[src/rtl/dlf_pkg.sv]
// dlf_pkg: shared types, constants and helpers for the dpll loop filter / nco block
// no dependencies; used by every module of the block by scoped names
`timescale 1ns / 1ps

package dlf_pkg;

  localparam int PHASE_W = 32;
  localparam int ERR_W   = 16;
  localparam int GAIN_W  = 24;
  localparam int PROD_W  = GAIN_W + ERR_W;   // coefficient times error
  localparam int TERM_W  = PROD_W - 4;       // after the divide by 16
  localparam int INTEG_W = 48;
  localparam int FSUM_W  = INTEG_W + 3;      // headroom for the frequency sum
  localparam int MAG_W   = ERR_W + 1;
  localparam int MAGW_W  = 27;               // |e| * 655
  localparam int SQ_W    = 31;
  localparam int LVL_W   = 16;
  localparam int CNT_W   = 16;
  localparam int AVG_W   = 33;

  localparam logic [9:0]        AVG_WEIGHT = 10'd655;
  localparam logic [LVL_W-1:0]  AVG_KEEP   = 16'd64881;  // 65536 - 655
  localparam logic [AVG_W-1:0]  AVG_ROUND  = 33'd32768;
  localparam logic [CNT_W-1:0]  CNT_MAX    = 16'hFFFF;
  localparam logic [CNT_W-1:0]  LOCK_NEEDED_RST = 16'd16;

  // configuration register indexes
  localparam int CFG_IDX_W = 3;
  localparam logic [CFG_IDX_W-1:0] REG_PROP_GAIN      = 3'd0;
  localparam logic [CFG_IDX_W-1:0] REG_INTEG_GAIN     = 3'd1;
  localparam logic [CFG_IDX_W-1:0] REG_SECOND_GAIN    = 3'd2;
  localparam logic [CFG_IDX_W-1:0] REG_NOMINAL_STEP   = 3'd3;
  localparam logic [CFG_IDX_W-1:0] REG_LOCK_THRESHOLD = 3'd4;
  localparam logic [CFG_IDX_W-1:0] REG_LOCK_NEEDED    = 3'd5;
  localparam int CFG_DATA_W = 32;

  // input command codes
  localparam logic CMD_SAMPLE = 1'b0;
  localparam logic CMD_REINIT = 1'b1;

  typedef struct packed {
    logic                     command;
    logic signed [ERR_W-1:0]  phase_err;
  } dlf_in_t;

  typedef struct packed {
    logic [PHASE_W-1:0] freq_word;
    logic [PHASE_W-1:0] nco_phase;
    logic [LVL_W-1:0]   lock_level;
    logic               locked;
  } dlf_out_t;

  typedef struct packed {
    logic signed [GAIN_W-1:0] prop_gain;
    logic signed [GAIN_W-1:0] integ_gain;
    logic signed [GAIN_W-1:0] second_gain;
    logic [PHASE_W-1:0]       nominal_step;
    logic [SQ_W-1:0]          lock_threshold;
    logic [CNT_W-1:0]         lock_needed;
  } dlf_cfg_t;

  // products stage to loop stage
  typedef struct packed {
    logic                     command;
    logic signed [TERM_W-1:0] term_p;
    logic signed [TERM_W-1:0] term_b;
    logic signed [TERM_W-1:0] term_g;
    logic [MAGW_W-1:0]        mag_w;
    logic [SQ_W-1:0]          sq;
  } dlf_term_t;

  // loop stage to nco stage
  typedef struct packed {
    logic               command;
    logic [PHASE_W-1:0] freq_word;
    logic [LVL_W-1:0]   lock_level;
    logic               locked;
  } dlf_loop_t;

  function automatic logic signed [INTEG_W-1:0] sat_integ(
    input logic signed [INTEG_W:0] x
  );
    logic signed [INTEG_W-1:0] r;
    if (x[INTEG_W] != x[INTEG_W-1]) begin
      r = x[INTEG_W] ? {1'b1, {(INTEG_W-1){1'b0}}} : {1'b0, {(INTEG_W-1){1'b1}}};
    end else begin
      r = x[INTEG_W-1:0];
    end
    return r;
  endfunction

endpackage

[src/rtl/dlf_gain_mult.sv]
// dlf_gain_mult: input register and gain products stage
// depends on dlf_pkg
`timescale 1ns / 1ps

module dlf_gain_mult (
  input  logic                clk,
  input  logic                rst_n,
  input  logic                in_valid,
  output logic                in_stall,
  input  dlf_pkg::dlf_in_t    in_data,
  input  dlf_pkg::dlf_cfg_t   cfg,
  input  logic                nxt_ready,
  output logic                term_valid,
  output dlf_pkg::dlf_term_t  term
);

  logic               in_valid_r;
  dlf_pkg::dlf_in_t   in_r;
  logic               term_valid_r;
  dlf_pkg::dlf_term_t term_r;
  dlf_pkg::dlf_term_t term_nxt;
  logic               s2_ready;
  logic               s1_ready;

  logic signed [dlf_pkg::PROD_W-1:0] prod_p, prod_b, prod_g;
  logic signed [dlf_pkg::MAG_W-1:0]  err_ext;
  logic [dlf_pkg::MAG_W-1:0]         mag;

  assign s2_ready = !term_valid_r || nxt_ready;
  assign s1_ready = !in_valid_r || s2_ready;
  assign in_stall = !s1_ready;

  always_comb begin
    prod_p  = cfg.prop_gain   * in_r.phase_err;
    prod_b  = cfg.integ_gain  * in_r.phase_err;
    prod_g  = cfg.second_gain * in_r.phase_err;
    err_ext = dlf_pkg::MAG_W'(in_r.phase_err);
    mag     = err_ext[dlf_pkg::MAG_W-1] ? dlf_pkg::MAG_W'(-err_ext) : err_ext;

    term_nxt.command = in_r.command;
    // floor divide by 16 is the arithmetic shift
    term_nxt.term_p  = prod_p[dlf_pkg::PROD_W-1:4];
    term_nxt.term_b  = prod_b[dlf_pkg::PROD_W-1:4];
    term_nxt.term_g  = prod_g[dlf_pkg::PROD_W-1:4];
    term_nxt.mag_w   = dlf_pkg::MAGW_W'(mag) * dlf_pkg::MAGW_W'(dlf_pkg::AVG_WEIGHT);
    term_nxt.sq      = dlf_pkg::SQ_W'(dlf_pkg::SQ_W'(mag) * dlf_pkg::SQ_W'(mag));
  end

  always_ff @(posedge clk) begin
    if (!rst_n) begin
      in_valid_r   <= 1'b0;
      term_valid_r <= 1'b0;
    end else begin
      if (s1_ready) begin
        in_valid_r <= in_valid;
      end
      if (s2_ready) begin
        term_valid_r <= in_valid_r;
      end
    end
  end

  always_ff @(posedge clk) begin
    if (s1_ready && in_valid) begin
      in_r <= in_data;
    end
    if (s2_ready && in_valid_r) begin
      term_r <= term_nxt;
    end
  end

  assign term_valid = term_valid_r;
  assign term       = term_r;

endmodule

[config.mk]
export PLATFORM = sky130hd
export DESIGN_NAME = dlf_gain_mult
export DESIGN_NICKNAME = d
export VERILOG_FILES = /design/src/rtl/dlf_pkg.sv /design/src/rtl/dlf_gain_mult.sv
export SDC_FILE = /design/constraint.sdc
export NUM_CORES = 2
export LEC_CHECK = 0
export BUFFER_PORTS_ARGS = -buffer_cell sky130_fd_sc_hd__buf_4
export CAP_MARGIN = 0
export CORE_UTILIZATION = 40
export DETAILED_ROUTE_END_ITERATION = 6
export GPL_ROUTABILITY_DRIVEN = 0
export PLACE_DENSITY_LB_ADDON = 0.12
export SLEW_MARGIN = 20
export SYNTH_ARGS = -nofsm -noshare
export SYNTH_HDL_FRONTEND = slang
export SYNTH_SLANG_ARGS = --single-unit
[constraint.sdc]
create_clock -name clk -period 17.3 [get_ports clk]
set_clock_uncertainty 0.1 [all_clocks]
set_input_delay 1.73 -clock clk [delete_from_list [all_inputs] [get_ports clk]]
set_output_delay 1.73 -clock clk [all_outputs]
set_load 0.1 [all_outputs]
Word level (Yosys, flattened, before mapping)
Cells that the tools add are included.
- $mul: 5
- reductions and logical operators: 7
- add/sub/neg operators: 1
- multiplexer cells: 1
- operators by type and width (cell ; number):
    24-bit by 16-bit multiplier with 40-bit output ; 3
    17-bit by 17-bit multiplier with 31-bit output ; 1
    17-bit by 10-bit multiplier with 27-bit output (second input constant) ; 1
    17-bit two-way mux ; 1
    16-bit negation with 17-bit output ; 1
    1-bit logical NOT ; 3
    1-bit logical AND ; 2
    1-bit logical OR ; 2
- word-level logic and storage cells: 24
- bits of input ports: 172
- bits in registers: 186

Logic depth before layout (Yosys ltp)
- depth in word-level cells: 4
- gate-level depth with buffers: 33

Worst setup path after synthesis
OpenSTA, ideal clock, no wires.
- path kind: input port to flip-flop
- from: in nxt_ready
- to: reg term_r (netlist bit term[100]) (enable)
- arrival: 9091 ps
- path buffers: 0
- slack: 7397 ps
- setup time: 712 ps
- required time: 16488 ps
- stages on the path: 2
- cells stage by stage: nor2b_1 nor2b_1
- longest elaborated chain between the ends: 2
- ends and longest elaborated chain (item ; line ; source):
    start, declared ; dlf_gain_mult.sv:12 ; input logic nxt_ready,
    1-bit logical OR ; dlf_gain_mult.sv:29 ; assign s2_ready = !term_valid_r || nxt_ready;
    1-bit logical AND ; dlf_gain_mult.sv:67 ; if (s2_ready && in_valid_r) begin
    end signal, assigned ; dlf_gain_mult.sv:68 ; term_r <= term_nxt;
    end, declared ; dlf_gain_mult.sv:20 ; dlf_pkg::dlf_term_t term_r;
Every way passes these cells.
A chain may end at the register's enable or synchronous reset.

==> results.json <==
{
  "maxCapViolCount": 0,
  "max_slew.worst_pin.slew_ns": 1.09,
  "postSynthRegisterBits": 184,
  "fin_tns_setup_ns": 0,
  "grt_pass1_wl_um": 245000,
  "post_synth_xor_area_fraction_pct": 3.03,
  "achievable-frequency_mhz": 103,
  "synth-compound-area-share_pct": 5.03,
  "numCtsBuffers": 17,
  "count_of_unique_library_cells_instantiated_by_yosys": 79,
  "holdCritPathClass": "register to register",
  "crit_slowest_cell": "clkinv_1",
  "synth_simple_gate_area_share_pct": 12.8,
  "clockBufferDepth": 2,
  "average_via_count_per_standard_cell": 4.86,
  "yosys-mux-area-fraction_pct": 0.0347,
  "drtAntennaViolNets": 0,
  "critical_path.max_stage_delay_ns": 0.82,
  "areaGrowthSynthToFinish_pct": 7.97,
  "main_combinational_cell_family_by_area_after_synthesis": "adder cells",
  "post_cts.repair.setup_buffers": 0,
  "hpwl_dp_um": 118000,
  "detailroute.via_count": 39387,
  "grt_usage_pct": 21.9,
  "hold_violations": 0,
  "nNetsFinal": 8205,
  "wire_per_inst_um": 18.7,
  "finalCoreUtilization_pct": 43.5,
  "die_w_um": 382,
  "final-max-slew-violation-count": 0,
  "clkTransAtPathRegs_ns": 0.09,
  "clk_root_buffer_cell": "clkbuf_16",
  "synth-seq-area-share_pct": 9.53,
  "timing.critical_path.from_type": "register",
  "run_status": "complete, no violations",
  "min_period_ns": 9.67,
  "detail_route.wirelength_um": 152000,
  "yosys-top-cells-area": "fa_1, ha_1, inv_1, edfxtp_1, nand2_1",
  "netlist_area_um2": 57700,
  "fill_cells": 14171,
  "path_class": "register to register",
  "layout_commonest_cell": "inv_1",
  "dr_iter_0_viols": 1775,
  "critical_path.endpoint_type": "register",
  "yosysTopAreaCellShare_pct": 47.2,
  "globalRouteOverflowTotal": 0,
  "floorplan.initialDensity_pct": 40.2,
  "die-area_um2": 146000,
  "initial_antenna_violation_count": 16,
  "crit_path_frequent_cell": "fa_1",
  "finalSetupViolCount": 0,
  "worstPathMaxFanout": 51,
  "worst-path-buf-inv": 8,
  "post_synth_fa_ha_maj_area_fraction_pct": 57.9,
  "grt_pass1_vias": 42803,
  "numPortBuffers": 260,
  "postSynthAreaPerCell_um2": 9.57,
  "worstPathArrival_ns": 9.88,
  "yosysWarningCount": 0,
  "finalCritPeriodShare_pct": 55.9,
  "cts_num_sinks": 184,
  "drc": 0,
  "count_of_flip_flops_with_a_built_in_enable_after_synthesis": 182,
  "drt_pass1_iterations": 5,
  "placeable_area_um2": 143000,
  "num_rows": 139,
  "fp.dieH_um": 382,
  "postSynthCellCount": 6036,
  "layout.cells.most_common_list": "inv_1, fa_1, nand2_1",
  "cp_data_required_time_ns": 17.51,
  "synth_top_flop_cell": "edfxtp_1",
  "h-tree-depth": 4,
  "post_cts_hold_buffer_count": 0,
  "cts_tree": "yes",
  "maxSlewHeadroom_pct": 27.4,
  "pin_count_of_the_biggest_net_entering_global_routing": 73,
  "critical_path.top_delay_family": "adder cells",
  "cts-resized-gates": 0,
  "grt_setup_unrepaired": "no",
  "post_route_cells_drive_above_1_share_pct": 6.07,
  "finalHoldWorstSlack_ns": 0.327,
  "top_level_ports": 341,
  "yosys.area.top_type": "fa_1",
  "clk-insertion-delay-late_ns": 0.55,
  "synth-async-reset-ratio_pct": 0
}
## kinds of logic (layout without fill, tap and decap cells)
group                    count (synthesis)  after routing
multiplexers                             2              2
XOR/XNOR                               200            200
other                                    2             43
flip-flops                             184            184
adder cells (fa/ha/maj)               1855           1855
buffers and inverters                 1789           1907
AND/OR/NAND/NOR                       1561           1561
AO/OA/AOI/OAI                          443            443
## flip-flops by register name (all words and copies together) (netlist names)
register and flops:
term 165, err_ext 16, in_r 1, in_valid_r 1, term_valid 1
## stage by stage
stage,setup WS (ns),cell area [um^2],cells
2_1_floorplan,7.40,57900,6073
3_3_place_gp,7.60,61800,8062
3_5_place_dp,7.51,61800,8062
4_1_cts,7.52,62300,8094
5_1_grt,7.16,62300,8095
6_report,7.63,62400,8098
## per-layer routing
| layer | track usage, % | vias up | share of wire (%) |
|---|---|---|---|
| met3 | 3.17 | 127 | 4.5 |
| li1 | - | 18067 | - |
| met4 | 4.75 | 18 | 1.9 |
| met5 | 0 | - | 0.068 |
| met2 | 36.7 | 676 | 48 |
| met1 | 30.1 | 20499 | 45 |
## cells in the mapped netlist (all sizes together) (34+ instances only)
master  instances
inv          1565
fa           1361
nand2         810
ha            494
and2          412
clkbuf        193
edfxtp        182
xnor2         146
a21oi         128
nor2          120
o21ai          88
nand2b         70
a21o           64
xor2           54
nand3          34
## cell type report
type / count / area [um^2] / area share, %
Multi-Input combinational cell: 4100 / 45700 / 73.2
Inverter: 1566 / 5880 / 9.43
Sequential cell: 184 / 5510 / 8.83
Antenna cell: 4 / 10.0 / 0.0161
Clock buffer: 17 / 425 / 0.682
Clock inverter: 15 / 161 / 0.259
Tap cell: 1903 / 2380 / 3.82
Timing Repair Buffer: 309 / 2320 / 3.72
## path summary, 6_finish.rpt
kind | cells after the start | slack, ns | end | startpoint
min | 0 | 0.33 | term[166] | in_r[16]
max | 28 | 7.63 | term[29] | err_ext[2]
min reg2reg | 0 | 0.33 | term[166] | in_r[16]
max reg2reg | 28 | 7.63 | term[29] | err_ext[2]
Power is left out: the tool's default activity adds up to more than one toggle a clock period on the data nets, which glitch-free logic cannot reach.
