==> src/rtl/dlf_pkg.sv <==
// dlf_pkg: shared types, constants and helpers for the dpll loop filter / nco block
// no dependencies; used by every module of the block by scoped names
`timescale 1ns / 1ps

package dlf_pkg;

  localparam int PHASE_W = 32;
  localparam int ERR_W   = 16;
  localparam int GAIN_W  = 24;
  localparam int PROD_W  = GAIN_W + ERR_W;   // coefficient times error
  localparam int TERM_W  = PROD_W - 4;       // after the divide by 16
  localparam int INTEG_W = 48;
  localparam int FSUM_W  = INTEG_W + 3;      // headroom for the frequency sum
  localparam int MAG_W   = ERR_W + 1;
  localparam int MAGW_W  = 27;               // |e| * 655
  localparam int SQ_W    = 31;
  localparam int LVL_W   = 16;
  localparam int CNT_W   = 16;
  localparam int AVG_W   = 33;

  localparam logic [9:0]        AVG_WEIGHT = 10'd655;
  localparam logic [LVL_W-1:0]  AVG_KEEP   = 16'd64881;  // 65536 - 655
  localparam logic [AVG_W-1:0]  AVG_ROUND  = 33'd32768;
  localparam logic [CNT_W-1:0]  CNT_MAX    = 16'hFFFF;
  localparam logic [CNT_W-1:0]  LOCK_NEEDED_RST = 16'd16;

  // configuration register indexes
  localparam int CFG_IDX_W = 3;
  localparam logic [CFG_IDX_W-1:0] REG_PROP_GAIN      = 3'd0;
  localparam logic [CFG_IDX_W-1:0] REG_INTEG_GAIN     = 3'd1;
  localparam logic [CFG_IDX_W-1:0] REG_SECOND_GAIN    = 3'd2;
  localparam logic [CFG_IDX_W-1:0] REG_NOMINAL_STEP   = 3'd3;
  localparam logic [CFG_IDX_W-1:0] REG_LOCK_THRESHOLD = 3'd4;
  localparam logic [CFG_IDX_W-1:0] REG_LOCK_NEEDED    = 3'd5;
  localparam int CFG_DATA_W = 32;

  // input command codes
  localparam logic CMD_SAMPLE = 1'b0;
  localparam logic CMD_REINIT = 1'b1;

  typedef struct packed {
    logic                     command;
    logic signed [ERR_W-1:0]  phase_err;
  } dlf_in_t;

  typedef struct packed {
    logic [PHASE_W-1:0] freq_word;
    logic [PHASE_W-1:0] nco_phase;
    logic [LVL_W-1:0]   lock_level;
    logic               locked;
  } dlf_out_t;

  typedef struct packed {
    logic signed [GAIN_W-1:0] prop_gain;
    logic signed [GAIN_W-1:0] integ_gain;
    logic signed [GAIN_W-1:0] second_gain;
    logic [PHASE_W-1:0]       nominal_step;
    logic [SQ_W-1:0]          lock_threshold;
    logic [CNT_W-1:0]         lock_needed;
  } dlf_cfg_t;

  // products stage to loop stage
  typedef struct packed {
    logic                     command;
    logic signed [TERM_W-1:0] term_p;
    logic signed [TERM_W-1:0] term_b;
    logic signed [TERM_W-1:0] term_g;
    logic [MAGW_W-1:0]        mag_w;
    logic [SQ_W-1:0]          sq;
  } dlf_term_t;

  // loop stage to nco stage
  typedef struct packed {
    logic               command;
    logic [PHASE_W-1:0] freq_word;
    logic [LVL_W-1:0]   lock_level;
    logic               locked;
  } dlf_loop_t;

  function automatic logic signed [INTEG_W-1:0] sat_integ(
    input logic signed [INTEG_W:0] x
  );
    logic signed [INTEG_W-1:0] r;
    if (x[INTEG_W] != x[INTEG_W-1]) begin
      r = x[INTEG_W] ? {1'b1, {(INTEG_W-1){1'b0}}} : {1'b0, {(INTEG_W-1){1'b1}}};
    end else begin
      r = x[INTEG_W-1:0];
    end
    return r;
  endfunction

endpackage

==> src/rtl/dlf_nco.sv <==
// dlf_nco: wrapping phase accumulator and result register
// depends on dlf_pkg
`timescale 1ns / 1ps

module dlf_nco (
  input  logic                clk,
  input  logic                rst_n,
  input  logic                loop_valid,
  output logic                loop_ready,
  input  dlf_pkg::dlf_loop_t  loop,
  output logic                out_valid,
  input  logic                out_stall,
  output dlf_pkg::dlf_out_t   out_data
);

  logic [dlf_pkg::PHASE_W-1:0] phase_r, phase_nxt;
  logic                        out_valid_r;
  dlf_pkg::dlf_out_t           out_r, out_nxt;
  logic                        load;

  assign loop_ready = !out_valid_r || !out_stall;
  assign load       = loop_valid && loop_ready;

  always_comb begin
    if (loop.command == dlf_pkg::CMD_REINIT) begin
      phase_nxt = '0;
    end else begin
      phase_nxt = phase_r + loop.freq_word;
    end
    out_nxt.freq_word  = loop.freq_word;
    out_nxt.nco_phase  = phase_nxt;
    out_nxt.lock_level = loop.lock_level;
    out_nxt.locked     = loop.locked;
  end

  always_ff @(posedge clk) begin
    if (!rst_n) begin
      phase_r     <= '0;
      out_valid_r <= 1'b0;
    end else begin
      if (load) begin
        phase_r <= phase_nxt;
      end
      if (loop_ready) begin
        out_valid_r <= loop_valid;
      end
    end
  end

  always_ff @(posedge clk) begin
    if (load) begin
      out_r <= out_nxt;
    end
  end

  assign out_valid = out_valid_r;
  assign out_data  = out_r;

endmodule

==> config.mk <==
export PLATFORM = sky130hd
export DESIGN_NAME = dlf_nco
export DESIGN_NICKNAME = d
export VERILOG_FILES = /design/src/rtl/dlf_pkg.sv /design/src/rtl/dlf_nco.sv
export SDC_FILE = /design/constraint.sdc
export NUM_CORES = 1
export LEC_CHECK = 0
export ABC_AREA = 1
export ABC_CLOCK_PERIOD_IN_PS = 5000
export BUFFER_PORTS_ARGS = -buffer_cell sky130_fd_sc_hd__buf_4
export CORE_MARGIN = 4
export CORE_UTILIZATION = 57
export CTS_BUF_LIST = sky130_fd_sc_hd__clkbuf_4 sky130_fd_sc_hd__clkbuf_8
export DETAILED_ROUTE_END_ITERATION = 6
export PLACE_DENSITY = 0.9
export SLEW_MARGIN = 20
export SYNTH_ARGS = -nofsm -noshare
export SYNTH_HDL_FRONTEND = slang
export SYNTH_SLANG_ARGS = --single-unit
==> constraint.sdc <==
create_clock -name clk -period 5 [get_ports clk]
set_clock_uncertainty 0.1 [all_clocks]
set_input_delay 1 -clock clk [delete_from_list [all_inputs] [get_ports clk]]
set_output_delay 1 -clock clk [all_outputs]
set_load 0.1 [all_outputs]
# [Word-level counts from Yosys, hierarchy flattened]
# Cells that the tools add are included.
[word_totals] register_bits=114 inputBits=54 out_inout_bits=83 elab_cells=12
[classes] add_sub_neg=1 n_mux=1 n_reduce_logical=4
[ops] cell="adder 32 bit" n=1
[ops] cell="two-way mux 32 bit" n=1
[ops] cell="zero test 1 bit" n=2
[ops] cell="logical AND 1 bit" n=1
[ops] cell="logical OR 1 bit" n=1

# [Depth between registers and ports, before layout]
[logic_depth] depth_word=3 mapped_depth=14 ltp_nobuf=14

# [Worst setup path before layout]
# Ideal clock, no wire load.
[synth_path] path_type="input-to-reg" from="input out_stall" to="register out_r, in the netlist out_data[0] (enable)" setup_time_ns=0.477 arrival_ns=4.480 t_required_ns=4.423 path_slack_ns=-0.057 stages=5 path_buffers=2 cell_sequence="nand2_1 nand2_1 inv_1 buf_2 clkbuf_1"
[synth_between] elab_chain_cells=3
[synth_lines] element="from (decl)" line_no="dlf_nco.sv:12" source="input logic out_stall,"
[synth_lines] element="zero test 1 bit" line_no="dlf_nco.sv:21" source="assign loop_ready = !out_valid_r || !out_stall;"
[synth_lines] element="logical OR 1 bit" line_no="dlf_nco.sv:21"
[synth_lines] element="logical AND 1 bit" line_no="dlf_nco.sv:22" source="assign load = loop_valid && loop_ready;"
[synth_lines] element="named net load" line_no="dlf_nco.sv:19" source="logic load;"
[synth_lines] element="to (signal assigned)" line_no="dlf_nco.sv:52" source="out_r <= out_nxt;"
[synth_lines] element="to (decl)" line_no="dlf_nco.sv:18" source="dlf_pkg::dlf_out_t out_r, out_nxt;"
# The timed path passes the listed nets, and every way through them passes these cells.
# A chain may end at the register's enable or synchronous reset.

# [Worst setup path in the final report]
[layout_path] from="input loop[17] in the netlist's numbering" to="register out_r, in the netlist out_data[47] (data pin)"
[layout_between] elab_chain_cells=2
[layout_lines] element="from (decl)" line_no="dlf_nco.sv:10" source="input dlf_pkg::dlf_loop_t loop,"
[layout_lines] element="adder 32 bit" line_no="dlf_nco.sv:28" source="phase_nxt = phase_r + loop.freq_word;"
[layout_lines] element="two-way mux 32 bit" line_no="dlf_nco.sv:25" source="if (loop.command == dlf_pkg::CMD_REINIT) begin"
[layout_lines] element="named net phase_nxt, one bit" line_no="dlf_nco.sv:16" source="logic [dlf_pkg::PHASE_W-1:0] phase_r, phase_nxt;"
# The timed path passes the listed nets, and every way through them passes these cells.

==> results.sh <==
export IMPL_yosys_warnings=0
export IMPL_slowest_stage="fa_1"
export IMPL_grt_pass1_vias=5251
export IMPL_synth_main_ff_cell="edfxtp_1"
export IMPL_clkPwrFrac=0.289
export IMPL_core_sq_um=10500
export IMPL_worst_pin_slew_ns=0.995
export IMPL_crit_path_frequent_cell="nand2_1"
export IMPL_fp_row_count=37
export IMPL_io_pins=137
export IMPL_ant_nets=0
export IMPL_fp_dieW_um=113
export IMPL_power_density_nw_per_um2=363
export IMPL_placed_area_sq_um=7410
export IMPL_clkTransAtPathRegs_ns=0.07
export IMPL_dp_hpwl_um=11600
export IMPL_fmax_mhz=382
export IMPL_whs_ns=0.379
export IMPL_num_vias=5491
export IMPL_syn_cell_area_sq_um=6260
export IMPL_cts_path_max_buffers=2
export IMPL_tritoncts="built"
export IMPL_cts_buffers=17
export IMPL_cts_hold_buf=0
export IMPL_avgViaCountPerCell=5.17
export IMPL_cts_setup_buffers=0
export IMPL_worstReg2RegStart="phase_r[0]$_SDFFE_PN0P_"
export IMPL_syn_avg_cell_area_sq_um=8.13
export IMPL_sw_frac_of_total=0.388
export IMPL_async_flop_share=0
export IMPL_r2r_end="out_data[47]$_DFFE_PP_"
export IMPL_fillers=773
export IMPL_dieArea_sq_um=12700
export IMPL_synth_top_area_share=0.389
export IMPL_p_seq_frac=0.398
export IMPL_r2r_slack_ns=2.68
export IMPL_reg2reg_depth=13
export IMPL_final_hold_violation_count=0
export IMPL_synthTopCellsByArea="edfxtp_1, nand2_1, dfxtp_1"
export IMPL_wire_per_inst_um=14.7
export IMPL_yosysTopAreaCell="edfxtp_1"
export IMPL_required_ns=5.10
export IMPL_synth_common_cells="nand2_1, inv_1, edfxtp_1, nor2_1, a21oi_1"
export IMPL_crit_path_start_kind="primary input"
export IMPL_cp_cell_sequence="buf_4, ha_1, inv_1, fa_1, inv_1, nand2_1, nand3_2, nand2_1, nand2_2, nand2_1, nand2_1, nand2_1, nand3_2, inv_1"
export IMPL_fin_setup_tns_ns=0
export IMPL_synth_seq_area_share=0.494
export IMPL_min_path_cells=2
export IMPL_p_int_mw=1.73
export IMPL_htree_levels=4
export IMPL_wl_um=15700
export IMPL_crit_path_end_kind="register"
export IMPL_drv_slew=0
export IMPL_post_route_util=0.741
export IMPL_p_leak_nw=3.99
export IMPL_first_pass_iters=5
export IMPL_worstHoldStart="phase_r[4]$_SDFFE_PN0P_"
export IMPL_initial_core_util=0.596
export IMPL_max_slew_margin=0.333
export IMPL_max_stage_delay_ns=0.40
export IMPL_peakVddDrop_mv=0.196
export IMPL_hp_class="reg -> reg"
export IMPL_maxCapViolations=0
export IMPL_switching_power_mw=1.10
export IMPL_p_comb_frac=0.313
export IMPL_min_to="phase_r[4]$_SDFFE_PN0P_"
export IMPL_period_share=0.523
export IMPL_drive_gt1_frac=0.236
export IMPL_cts_sinks=114
export IMPL_synth_seq_cells=114
export IMPL_grt_antenna_before_repair=0
export IMPL_setup_viol=0
export IMPL_grt_max_degree=81
export IMPL_numPortBuffers=136
export IMPL_worst_setup_path_type="in -> reg"
export IMPL_period_minus_slack_ns=2.62
export IMPL_gr_usage_all_layers=0.251
export IMPL_cts_root_buffer="clkbuf_8"
export IMPL_antenna_cells=0
export IMPL_synth_edff_count=81
export IMPL_ys_types=32
export IMPL_syn_num_nets=856
export IMPL_cts_resized=0
export IMPL_syn_inst=770
export IMPL_drt_iter0_markers=444
export IMPL_final_cell_area_sq_um=7790
export IMPL_grt_pass1_wl_um=25100
export IMPL_drc=0
export IMPL_status="finished clean"
export IMPL_rsz0062_at_grt="no"
export IMPL_yosysMostFrequentCell="nand2_1"
export IMPL_areaGrowthSynthToFinish_pct=24.4
export IMPL_grt_overflow_total=0
export IMPL_clock_latency_ns=0.45
export IMPL_layout_nets=1000
export IMPL_dieHeight_um=113
export IMPL_place_gp_congestion=0.927
export IMPL_cp_max_fo=4
export IMPL_arrival_ns=2.72
critical path, delay by kind of cell:
kind / cells / cell delay [ns]
fa+ha+maj: 2 / 0.64
simple gates: 8 / 0.68
buf+inv: 4 / 0.38
final cells by class:
| class | instances | area, sq um | share of cell area |
|---|---|---|---|
| clock buffers | 19 | 262 | 0.0336 |
| repair buffers | 137 | 1040 | 0.134 |
| clock inverters | 13 | 110 | 0.0141 |
| inverters | 146 | 551 | 0.0707 |
| well taps | 136 | 170 | 0.0219 |
| flip-flops and latches | 114 | 3090 | 0.397 |
| multi-input cells | 498 | 2560 | 0.329 |
cells by family (layout without fill, tap and decap cells):
kind of cell / Yosys count / after routing / share of synthesized area
buf+inv: 158 / 315 / 0.0969
fa+ha+maj: 32 / 32 / 0.0652
simple gates: 377 / 377 / 0.265
compound gates: 88 / 88 / 0.0772
xor+xnor: 1 / 1 / 0.00140
flops: 114 / 114 / 0.494
power by group through the flow:
stage,logic (mW),clock network (mW),registers [mW]
2_1_floorplan,0.314,0,1.50
3_3_place_gp,0.859,0,1.14
3_5_place_dp,0.874,0,1.14
4_1_cts,0.879,0.823,1.12
5_1_grt,0.943,0.864,1.13
6_report,0.883,0.815,1.12
stage by stage:
stage                     total power, mW  setup WS, ns  std cells
after floorplan                      1.82          1.22        770
after global placement               2.00          2.04       1031
after CTS                            2.83          2.40       1063
after global routing                 2.94          2.24       1063
after detailed placement             2.02          1.95       1031
final                                2.82          2.38       1063
how the worst max path moves through the flow:
stage                                 startpoint                        to  slack, ns
after floorplan           out_valid$_SDFFE_PN0N_     out_data[0]$_DFFE_PP_       1.22
final                                   loop[17]    out_data[47]$_DFFE_PP_       2.38
after global placement                 out_stall    out_data[40]$_DFFE_PP_       2.04
after global routing                    loop[17]    out_data[47]$_DFFE_PP_       2.24
after detailed placement               out_stall  phase_r[13]$_SDFFE_PN0P_       1.95
after CTS                              out_stall                loop_ready       2.40
metal layers:
layer	share of wire	wire [um]	track usage	vias to the layer above
li1	-	-	-	2735
met1	0.43	6730	0.330	2501
met2	0.47	7370	0.411	228
met3	0.081	1270	0.0535	27
met4	0.019	295	0.0881	0
met5	0	0	0	-
flip-flops by register name (all words and copies together) (netlist names):
| register | flops |
|---|---|
| out_valid | 1 |
| out_data | 81 |
| phase_r | 32 |
cell usage in the layout (no fill, tap or decap), drive strengths merged, types with 4 or more instances in the layout:
master,instances
nand2,251
inv,147
buf,137
edfxtp,81
nor2,63
a21oi,53
nand3,44
dfxtp,33
ha,31
o21ai,30
clkbuf,19
nand3b,9
clkinv,7
clkinvlp,4
Note: power is estimated with default switching activity, not from simulation.
