**src/rtl/dlf_pkg.sv**
```systemverilog
// dlf_pkg: shared types, constants and helpers for the dpll loop filter / nco block
// no dependencies; used by every module of the block by scoped names
`timescale 1ns / 1ps

package dlf_pkg;

  localparam int PHASE_W = 32;
  localparam int ERR_W   = 16;
  localparam int GAIN_W  = 24;
  localparam int PROD_W  = GAIN_W + ERR_W;   // coefficient times error
  localparam int TERM_W  = PROD_W - 4;       // after the divide by 16
  localparam int INTEG_W = 48;
  localparam int FSUM_W  = INTEG_W + 3;      // headroom for the frequency sum
  localparam int MAG_W   = ERR_W + 1;
  localparam int MAGW_W  = 27;               // |e| * 655
  localparam int SQ_W    = 31;
  localparam int LVL_W   = 16;
  localparam int CNT_W   = 16;
  localparam int AVG_W   = 33;

  localparam logic [9:0]        AVG_WEIGHT = 10'd655;
  localparam logic [LVL_W-1:0]  AVG_KEEP   = 16'd64881;  // 65536 - 655
  localparam logic [AVG_W-1:0]  AVG_ROUND  = 33'd32768;
  localparam logic [CNT_W-1:0]  CNT_MAX    = 16'hFFFF;
  localparam logic [CNT_W-1:0]  LOCK_NEEDED_RST = 16'd16;

  // configuration register indexes
  localparam int CFG_IDX_W = 3;
  localparam logic [CFG_IDX_W-1:0] REG_PROP_GAIN      = 3'd0;
  localparam logic [CFG_IDX_W-1:0] REG_INTEG_GAIN     = 3'd1;
  localparam logic [CFG_IDX_W-1:0] REG_SECOND_GAIN    = 3'd2;
  localparam logic [CFG_IDX_W-1:0] REG_NOMINAL_STEP   = 3'd3;
  localparam logic [CFG_IDX_W-1:0] REG_LOCK_THRESHOLD = 3'd4;
  localparam logic [CFG_IDX_W-1:0] REG_LOCK_NEEDED    = 3'd5;
  localparam int CFG_DATA_W = 32;

  // input command codes
  localparam logic CMD_SAMPLE = 1'b0;
  localparam logic CMD_REINIT = 1'b1;

  typedef struct packed {
    logic                     command;
    logic signed [ERR_W-1:0]  phase_err;
  } dlf_in_t;

  typedef struct packed {
    logic [PHASE_W-1:0] freq_word;
    logic [PHASE_W-1:0] nco_phase;
    logic [LVL_W-1:0]   lock_level;
    logic               locked;
  } dlf_out_t;

  typedef struct packed {
    logic signed [GAIN_W-1:0] prop_gain;
    logic signed [GAIN_W-1:0] integ_gain;
    logic signed [GAIN_W-1:0] second_gain;
    logic [PHASE_W-1:0]       nominal_step;
    logic [SQ_W-1:0]          lock_threshold;
    logic [CNT_W-1:0]         lock_needed;
  } dlf_cfg_t;

  // products stage to loop stage
  typedef struct packed {
    logic                     command;
    logic signed [TERM_W-1:0] term_p;
    logic signed [TERM_W-1:0] term_b;
    logic signed [TERM_W-1:0] term_g;
    logic [MAGW_W-1:0]        mag_w;
    logic [SQ_W-1:0]          sq;
  } dlf_term_t;

  // loop stage to nco stage
  typedef struct packed {
    logic               command;
    logic [PHASE_W-1:0] freq_word;
    logic [LVL_W-1:0]   lock_level;
    logic               locked;
  } dlf_loop_t;

  function automatic logic signed [INTEG_W-1:0] sat_integ(
    input logic signed [INTEG_W:0] x
  );
    logic signed [INTEG_W-1:0] r;
    if (x[INTEG_W] != x[INTEG_W-1]) begin
      r = x[INTEG_W] ? {1'b1, {(INTEG_W-1){1'b0}}} : {1'b0, {(INTEG_W-1){1'b1}}};
    end else begin
      r = x[INTEG_W-1:0];
    end
    return r;
  endfunction

endpackage

```
**src/rtl/dlf_loop_update.sv**
```systemverilog
// dlf_loop_update: loop filter state, frequency word, error average and lock count
// depends on dlf_pkg
`timescale 1ns / 1ps

module dlf_loop_update (
  input  logic                clk,
  input  logic                rst_n,
  input  logic                term_valid,
  output logic                term_ready,
  input  dlf_pkg::dlf_term_t  term,
  input  dlf_pkg::dlf_cfg_t   cfg,
  input  logic                nxt_ready,
  output logic                loop_valid,
  output dlf_pkg::dlf_loop_t  loop
);

  logic signed [dlf_pkg::INTEG_W-1:0] int1_r, int1_nxt;
  logic signed [dlf_pkg::INTEG_W-1:0] int2_r, int2_nxt;
  logic [dlf_pkg::PHASE_W-1:0]        fw_r, fw_nxt;
  logic [dlf_pkg::LVL_W-1:0]          avg_r, avg_nxt;
  logic [dlf_pkg::CNT_W-1:0]          cnt_r, cnt_nxt;
  logic                               loop_valid_r;
  dlf_pkg::dlf_loop_t                 loop_r, loop_nxt;

  logic signed [dlf_pkg::INTEG_W:0]  int1_sum, int2_sum;
  logic signed [dlf_pkg::INTEG_W-1:0] int1_upd, int2_upd;
  logic signed [dlf_pkg::FSUM_W-1:0] f_sum;
  logic [dlf_pkg::PHASE_W-1:0]       f_clamp;
  logic [dlf_pkg::AVG_W-1:0]         avg_sum;
  logic [dlf_pkg::CNT_W-1:0]         cnt_inc;
  logic                              small_err;
  logic                              load;

  assign term_ready = !loop_valid_r || nxt_ready;
  assign load       = term_valid && term_ready;

  always_comb begin
    int1_sum = (dlf_pkg::INTEG_W + 1)'(int1_r) + (dlf_pkg::INTEG_W + 1)'(term.term_b);
    int2_sum = (dlf_pkg::INTEG_W + 1)'(int2_r) + (dlf_pkg::INTEG_W + 1)'(term.term_g);
    int1_upd = dlf_pkg::sat_integ(int1_sum);
    int2_upd = dlf_pkg::sat_integ(int2_sum);

    f_sum = dlf_pkg::FSUM_W'(fw_r) + dlf_pkg::FSUM_W'(term.term_p)
          + dlf_pkg::FSUM_W'(int1_upd) + dlf_pkg::FSUM_W'(int2_upd);
    // clamp at zero, saturate at full scale
    if (f_sum[dlf_pkg::FSUM_W-1]) begin
      f_clamp = '0;
    end else if (|f_sum[dlf_pkg::FSUM_W-2:dlf_pkg::PHASE_W]) begin
      f_clamp = '1;
    end else begin
      f_clamp = f_sum[dlf_pkg::PHASE_W-1:0];
    end

    avg_sum = dlf_pkg::AVG_W'(avg_r) * dlf_pkg::AVG_W'(dlf_pkg::AVG_KEEP)
            + dlf_pkg::AVG_W'(term.mag_w) + dlf_pkg::AVG_ROUND;

    small_err = term.sq < cfg.lock_threshold;
    cnt_inc   = (cnt_r == dlf_pkg::CNT_MAX) ? cnt_r : cnt_r + 1'b1;

    loop_nxt.command = term.command;
    if (term.command == dlf_pkg::CMD_REINIT) begin
      int1_nxt = '0;
      int2_nxt = '0;
      fw_nxt   = cfg.nominal_step;
      avg_nxt  = '0;
      cnt_nxt  = '0;
      loop_nxt.locked = 1'b0;
    end else begin
      int1_nxt = int1_upd;
      int2_nxt = int2_upd;
      fw_nxt   = f_clamp;
      avg_nxt  = avg_sum[dlf_pkg::LVL_W+15:16];
      cnt_nxt  = small_err ? cnt_inc : '0;
      loop_nxt.locked = small_err && (cnt_inc >= cfg.lock_needed);
    end
    loop_nxt.freq_word  = fw_nxt;
    loop_nxt.lock_level = avg_nxt;
  end

  always_ff @(posedge clk) begin
    if (!rst_n) begin
      int1_r       <= '0;
      int2_r       <= '0;
      fw_r         <= '0;
      avg_r        <= '0;
      cnt_r        <= '0;
      loop_valid_r <= 1'b0;
    end else begin
      if (load) begin
        int1_r <= int1_nxt;
        int2_r <= int2_nxt;
        fw_r   <= fw_nxt;
        avg_r  <= avg_nxt;
        cnt_r  <= cnt_nxt;
      end
      if (term_ready) begin
        loop_valid_r <= term_valid;
      end
    end
  end

  always_ff @(posedge clk) begin
    if (load) begin
      loop_r <= loop_nxt;
    end
  end

  assign loop_valid = loop_valid_r;
  assign loop       = loop_r;

endmodule

```
**config.mk**
```make
export PLATFORM = sky130hd
export DESIGN_NAME = dlf_loop_update
export DESIGN_NICKNAME = d
export VERILOG_FILES = /design/src/rtl/dlf_pkg.sv /design/src/rtl/dlf_loop_update.sv
export SDC_FILE = /design/constraint.sdc
export NUM_CORES = 1
export LEC_CHECK = 0
export BUFFER_PORTS_ARGS = -buffer_cell sky130_fd_sc_hd__buf_2
export CORE_MARGIN = 2
export CORE_UTILIZATION = 60
export CTS_BUF_LIST = sky130_fd_sc_hd__clkbuf_16
export CTS_CLUSTER_SIZE = 12
export DETAILED_ROUTE_END_ITERATION = 10
export GPL_TIMING_DRIVEN = 1
export PLACE_DENSITY = 0.85
export SETUP_SLACK_MARGIN = 0.02
export SLEW_MARGIN = 20
export SYNTH_ARGS = -nofsm -noshare
export SYNTH_HDL_FRONTEND = slang
export SYNTH_SLANG_ARGS = --single-unit
```
**constraint.sdc**
```tcl
create_clock -name clk -period 13.2 [get_ports clk]
set_clock_uncertainty 0.1 [all_clocks]
set_input_delay 2.64 -clock clk [delete_from_list [all_inputs] [get_ports clk]]
set_output_delay 2.64 -clock clk [all_outputs]
set_load 0.01 [all_outputs]
```
-- After elaboration in Yosys (flattened, before gate mapping)
Cells that the tools add are included.
- reduce and logical (&&, ||, !) cells: 5
- add/sub/neg operators: 8
- multiplexer cells: 13
- $mul: 1
- order comparisons: 2
- eq/ne operators: 3
- operators by type and width (kind ; number):
    two-way mux 48 bit ; 6
    adder 48 x 36 -> 49 bit ; 2
    two-way mux 32 bit ; 3
    two-way mux 16 bit ; 4
    adder 49 x 48 -> 50 bit ; 1
    adder 37 x 48 -> 49 bit ; 1
    adder 33 x 36 -> 37 bit ; 1
    adder 32 x 16 -> 32 bit, second input constant ; 1
    adder 32 x 27 -> 32 bit ; 1
    multiplier 16 x 16 -> 32 bit, second input constant ; 1
    < comparator 31 bit ; 1
    OR reduction 18 bit ; 1
    adder 16 x 1 -> 16 bit, second input constant ; 1
    == test 16 bit, second input constant ; 1
    >= comparator 16 bit ; 1
    logical AND 1 bit ; 2
    inequality test 1 bit ; 2
    zero test 1 bit ; 1
    logical OR 1 bit ; 1
- word-level logic and storage cells: 42
- flip-flop bits (word level): 211
- bits of input ports: 322

-- Logic depth before layout (Yosys ltp)
- depth in word-level cells: 9
- mapped depth: 37
- mapped depth without buffers: 32

-- Worst setup path after synthesis
No wires, ideal clock.
- kind: input to register
- start: in term[94] in the netlist's numbering
- end: reg loop_r (netlist bit loop[21]), data pin
- path slack: 3.046 ns
- arrival time: 9.783 ns
- library setup time: 0.272 ns
- buffers on the path: 5
- stages on the path: 35
- data required time: 12.828 ns
- path through: ha_1 -> fa_1 -> a211oi_1 -> o211ai_1 -> nand4_1 -> nand3_1 -> a21oi_1 -> o31ai_1 -> a21oi_1 -> or4_1 -> a22oi_1 -> buf_2 -> and2_1 -> buf_2 -> clkbuf_1 -> nor2_1 -> nor2_1 -> fa_1 -> fa_1 -> ha_1 -> fa_1 -> a21oi_1 -> or3_1 -> o211ai_2 -> o21ai_2 -> o31ai_4 -> o21ai_2 -> o41ai_4 -> xnor2_1 -> a2111o_1 -> or4_1 -> buf_4 -> nor2_2 -> buf_4 -> a211oi_1
- word-level cells in the longest chain between the ends: 9
- ends and longest elaborated chain (what ; RTL line ; RTL):
    start: declaration ; dlf_loop_update.sv:10 ; input dlf_pkg::dlf_term_t term,
    adder 48 x 36 -> 49 bit (*) ; dlf_loop_update.sv:38 ; int1_sum = (dlf_pkg::INTEG_W + 1)'(int1_r) + (dlf_pkg::INTEG_W + 1)'(term.term_b);
    two-way mux 48 bit / inequality test 1 bit (equally long branches) ; dlf_pkg.sv:85, dlf_pkg.sv:84 ;
    two-way mux 48 bit (*) ; dlf_pkg.sv:84 ; if (x[INTEG_W] != x[INTEG_W-1]) begin
    adder 37 x 48 -> 49 bit (*) ; dlf_loop_update.sv:44 ; + dlf_pkg::FSUM_W'(int1_upd) + dlf_pkg::FSUM_W'(int2_upd);
    adder 49 x 48 -> 50 bit (*) ; dlf_loop_update.sv:44 ;
    OR reduction 18 bit ; dlf_loop_update.sv:48 ; end else if (|f_sum[dlf_pkg::FSUM_W-2:dlf_pkg::PHASE_W]) begin
    two-way mux 32 bit ; dlf_loop_update.sv:48 ;
    two-way mux 32 bit (*) ; dlf_loop_update.sv:46 ; if (f_sum[dlf_pkg::FSUM_W-1]) begin
    two-way mux 32 bit (*) ; dlf_loop_update.sv:61 ; if (term.command == dlf_pkg::CMD_REINIT) begin
    net fw_nxt (one bit) ; dlf_loop_update.sv:19 ; logic [dlf_pkg::PHASE_W-1:0] fw_r, fw_nxt;
    end signal: assignment ; dlf_loop_update.sv:104 ; loop_r <= loop_nxt;
    end: declaration ; dlf_loop_update.sv:23 ; dlf_pkg::dlf_loop_t loop_r, loop_nxt;
The timed path passes the listed nets; every way through them passes the cells marked *.
A chain may end at the register's enable or synchronous reset.

-- Final worst setup path
- start: in term[94] in the netlist's numbering
- end: reg fw_r[3] in the netlist's numbering
- word-level cells in the longest chain between the ends: 9
- ends and longest elaborated chain (what ; RTL line ; RTL):
    adder 48 x 36 -> 49 bit (*) ; dlf_loop_update.sv:38 ;
    two-way mux 48 bit / inequality test 1 bit (equally long branches) ; dlf_pkg.sv:85, dlf_pkg.sv:84 ;
    two-way mux 48 bit (*) ; dlf_pkg.sv:84 ;
    adder 37 x 48 -> 49 bit (*) ; dlf_loop_update.sv:44 ;
    adder 49 x 48 -> 50 bit (*) ; dlf_loop_update.sv:44 ;
    OR reduction 18 bit ; dlf_loop_update.sv:48 ;
    two-way mux 32 bit ; dlf_loop_update.sv:48 ;
    two-way mux 32 bit (*) ; dlf_loop_update.sv:46 ;
    two-way mux 32 bit (*) ; dlf_loop_update.sv:61 ;
    end signal: assignment ; dlf_loop_update.sv:92 ; fw_r <= fw_nxt;
    end: declaration ; dlf_loop_update.sv:19 ;
Every way passes the cells marked *; elsewhere a longest branch is shown, timed or not.

==> results.md <==
* Input/output buffers at 301
* Ranking of synthesized cells by area: ha_1 17%, fa_1 15%, dfxtp_1 13%
* Routed len/inst at 20.7 um
* DRC at 0
* Max Root-Sink Buffers at 3
* GRT Resource Usage Total at 0.358
* Simple-Gate Fraction of Synth Area at 0.134
* Status: finished, final reports clean
* CTS resizes at 0
* Req. time, crit path at 13560 ps
* Post-synthesis mux area share at 0.00286
* Power Internal at 3.31 mW
* Floorplan die height at 210 um
* Worst stage delay on the critical path at 870 ps
* Critical Path Fanout Max at 13
* I/O Pins at 374
* Seq/Total Area, Yosys at 0.186
* Hold wc startpoint: int2_r[27]$_SDFFE_PN0P_
* Hold buffers post-CTS at 0
* Net load switching power at 3.65 mW
* Largest net degree at the start of global routing at 69
* CP arrival at 12870 ps
* Most frequent cells in the layout: 390 x inv_1, 351 x ha_1, 301 x buf_2, 291 x nand2_1, 243 x o21ai_0
* Max Clk Rate at 79.9 MHz
* Starting Density at 0.606
* Fin Hold WS at 347 ps
* Number of synthesized register bits at 211
* Post-synth EDFFs at 50
* FF-to-FF path depth at 32
* Crit-path slowest cell: or4_1
* Synth Cell Area at 25400 um2
* DR vias at 23300
* Crit path capture type: register
* First-pass GRT wire length at 123000 um
* DRT iter0 DRCs at 1855
* Final WS setup at 690 ps
* DPL Wire Length at 64700 um
* First-pass iteration count of the detailed router at 6
* Asr flop ratio synth at 0
* Min-Delay Endpoint: int2_r[27]$_SDFFE_PN0P_
* Post-Place Setup Slack at 500 ps
* Leakage Power at 14.4 nW
* Crit-path most repeated cell: fa_1
* Dominant synthesized flop cell: dfxtp_1
* Avg Inst Size Synth at 8.39 um2
* Initial antenna violation count at 5
* Reg clk slew, reported paths at 60 ps
* Max_cap viols at 0
* Post-synthesis cell count at 3024
* RR Startpoint: int1_r[0]$_SDFFE_PN0P_
* Unrepaired setup endpoints after global routing: false
* Clk pwr share at 0.109
* Comb pwr share at 0.761
* GRT overflow at 0
* Setup Fix Bufs, Post-CTS at 0
* Total power at 6.96 mW
* Root buf cell: clkbuf_16
* Fin. max-slew vios at 0
* Die X at 210 um
* Die footprint at 43900 um2
* Routed wire length at 79000 um
* Sw Share at 0.524
* Final min period at 12510 ps
* Yosys warning count at 0
* Final setup TNS at 0 ps
* Netlist cell types at 78
* CTS tree: built
* Dominant combinational cell family by area after synthesis: adder cells
* Most common cell after layout, fill and taps aside: inv_1
* # rows at 75
* Post-layout net count at 4127
* Synth Area in Compound Gates at 0.217
* Area share of the largest cell type after synthesis at 0.173
* Reg-to-reg endpoint: fw_r[3]$_SDFFE_PN0P_
* CP Class: primary input to register
* Post-layout util at 0.673
* Post-Synth XOR/XNOR Area at 0.0535
* Layout area overhead at 11.1%
* TritonCTS buffer count at 27
* Gp weighted congestion at 0.996
* Worst slew margin at 0.309
* Final hold violations at 0
* Pwr/cell area at 247 nW/um2
* Clk_lat worst skew at 590 ps
* Post-synthesis adder-cell area fraction at 0.330
* Hold Crit Class: register to register
* FF-to-FF setup slack at 2520 ps
* Core Box Area at 41900 um2
* Share of cells above drive strength 1 at 0.128
* Worst Tran Pin Value at 1030 ps
* Area leader, netlist: ha_1
* Hold path depth at 2
* Vias per inst at 6.09
* Final worst path period share at 0.948
* Clock sinks at 211
* Vias in the first global route at 23100
* Syn Nets at 3893
* Startpoint types: primary input
* Max VDD drop at 0.202 mV
* Final setup fails at 0
* H-tree lvl count at 1
* Seq pwr share at 0.129
* Routed Antenna Nets at 0
* Fill cell count at 3522
per-stage QoR:
step,instances,instance area (um2)
6_report,3822,28200
3_3_place_gp,3768,27300
5_1_grt,3820,28200
3_5_place_dp,3768,27300
4_1_cts,3817,28200
2_1_floorplan,3024,25400
cell families (layout without fill, tap and decap cells):
kind of cell	count (synthesis)	after routing
adder cells (fa/ha/maj)	552	552
other	0	5
AND/OR/NAND/NOR	737	737
buffers and inverters	505	759
XOR/XNOR	155	155
multiplexers	7	7
AO/OA/AOI/OAI	857	857
flip-flops	211	211
routing by layer:
metal	track usage	share of wire	vias up
met5	0	0.00016	-
met4	0.141	0.043	2
met3	0.0465	0.071	174
met2	0.619	0.48	937
met1	0.455	0.41	11200
li1	-	-	10900
cell usage after synthesis (7+ instances only):
cell type,number
edfxtp_1,50
a21o_1,102
a21boi_0,9
a211oi_1,26
o21a_1,26
dfxtp_1,161
or3_1,7
a221o_1,16
nor3_1,22
o21ai_0,243
nor2b_1,39
a22o_1,26
a211oi_2,7
or2_2,8
o21bai_1,27
nand2_1,291
buf_2,9
o31ai_1,18
nand2b_1,21
inv_1,385
fa_1,196
a31oi_1,25
o21ai_1,7
clkbuf_1,104
and2_1,18
nand3_1,37
ha_1,351
xor2_1,52
or4_1,9
nor2_1,187
a2111oi_0,7
and3_1,22
xnor2_1,103
o211ai_1,26
nor3b_1,12
nand4_1,39
o22ai_1,7
a21oi_1,218
a21oi_2,13
nor4_1,14
critical path: cells and delay by family:
family,cells,cell delay (ps)
compound gates,13,3950
xor+xnor,1,190
fa+ha+maj,5,1640
buf+inv,4,520
simple gates,10,3890
power groups by stage:
stage	combinational (mW)	sequential [mW]	clock [mW]
2_1_floorplan	3.87	0.901	0
3_3_place_gp	5.03	0.911	0
3_5_place_dp	5.19	0.912	0
4_1_cts	5.24	0.900	0.765
5_1_grt	5.90	0.909	0.788
6_report	5.30	0.901	0.761
state kept, by name, summed over array words and instances (netlist names):
register / cells
loop_valid: 1
int1_r: 48
int2_r: 48
fw_r: 32
cnt_r: 16
avg_r: 16
loop: 50
layout make-up:
class	instances	area (um2)	share of cell area
diodes	5	12.5	0.000444
clock buffers	29	726	0.0258
clock inverters	20	160	0.00569
inverters	385	1450	0.0514
multi-input cells	2308	18700	0.664
flip-flops and latches	211	4720	0.168
well taps	539	674	0.0239
repair buffers	325	1710	0.0608
worst max-delay path by stage:
stage,start,end,slack [ps],cells after the start
after floorplan,term[94],loop[21]$_DFFE_PP_,3050,35
after global placement,term[94],fw_r[3]$_SDFFE_PN0P_,620,32
after detailed placement,term[94],fw_r[3]$_SDFFE_PN0P_,500,32
after CTS,term[94],fw_r[3]$_SDFFE_PN0P_,1070,32
after global routing,term[94],loop[33]$_DFFE_PP_,420,31
final,term[94],fw_r[3]$_SDFFE_PN0P_,690,33
Note: power is estimated with default switching activity, not from simulation.
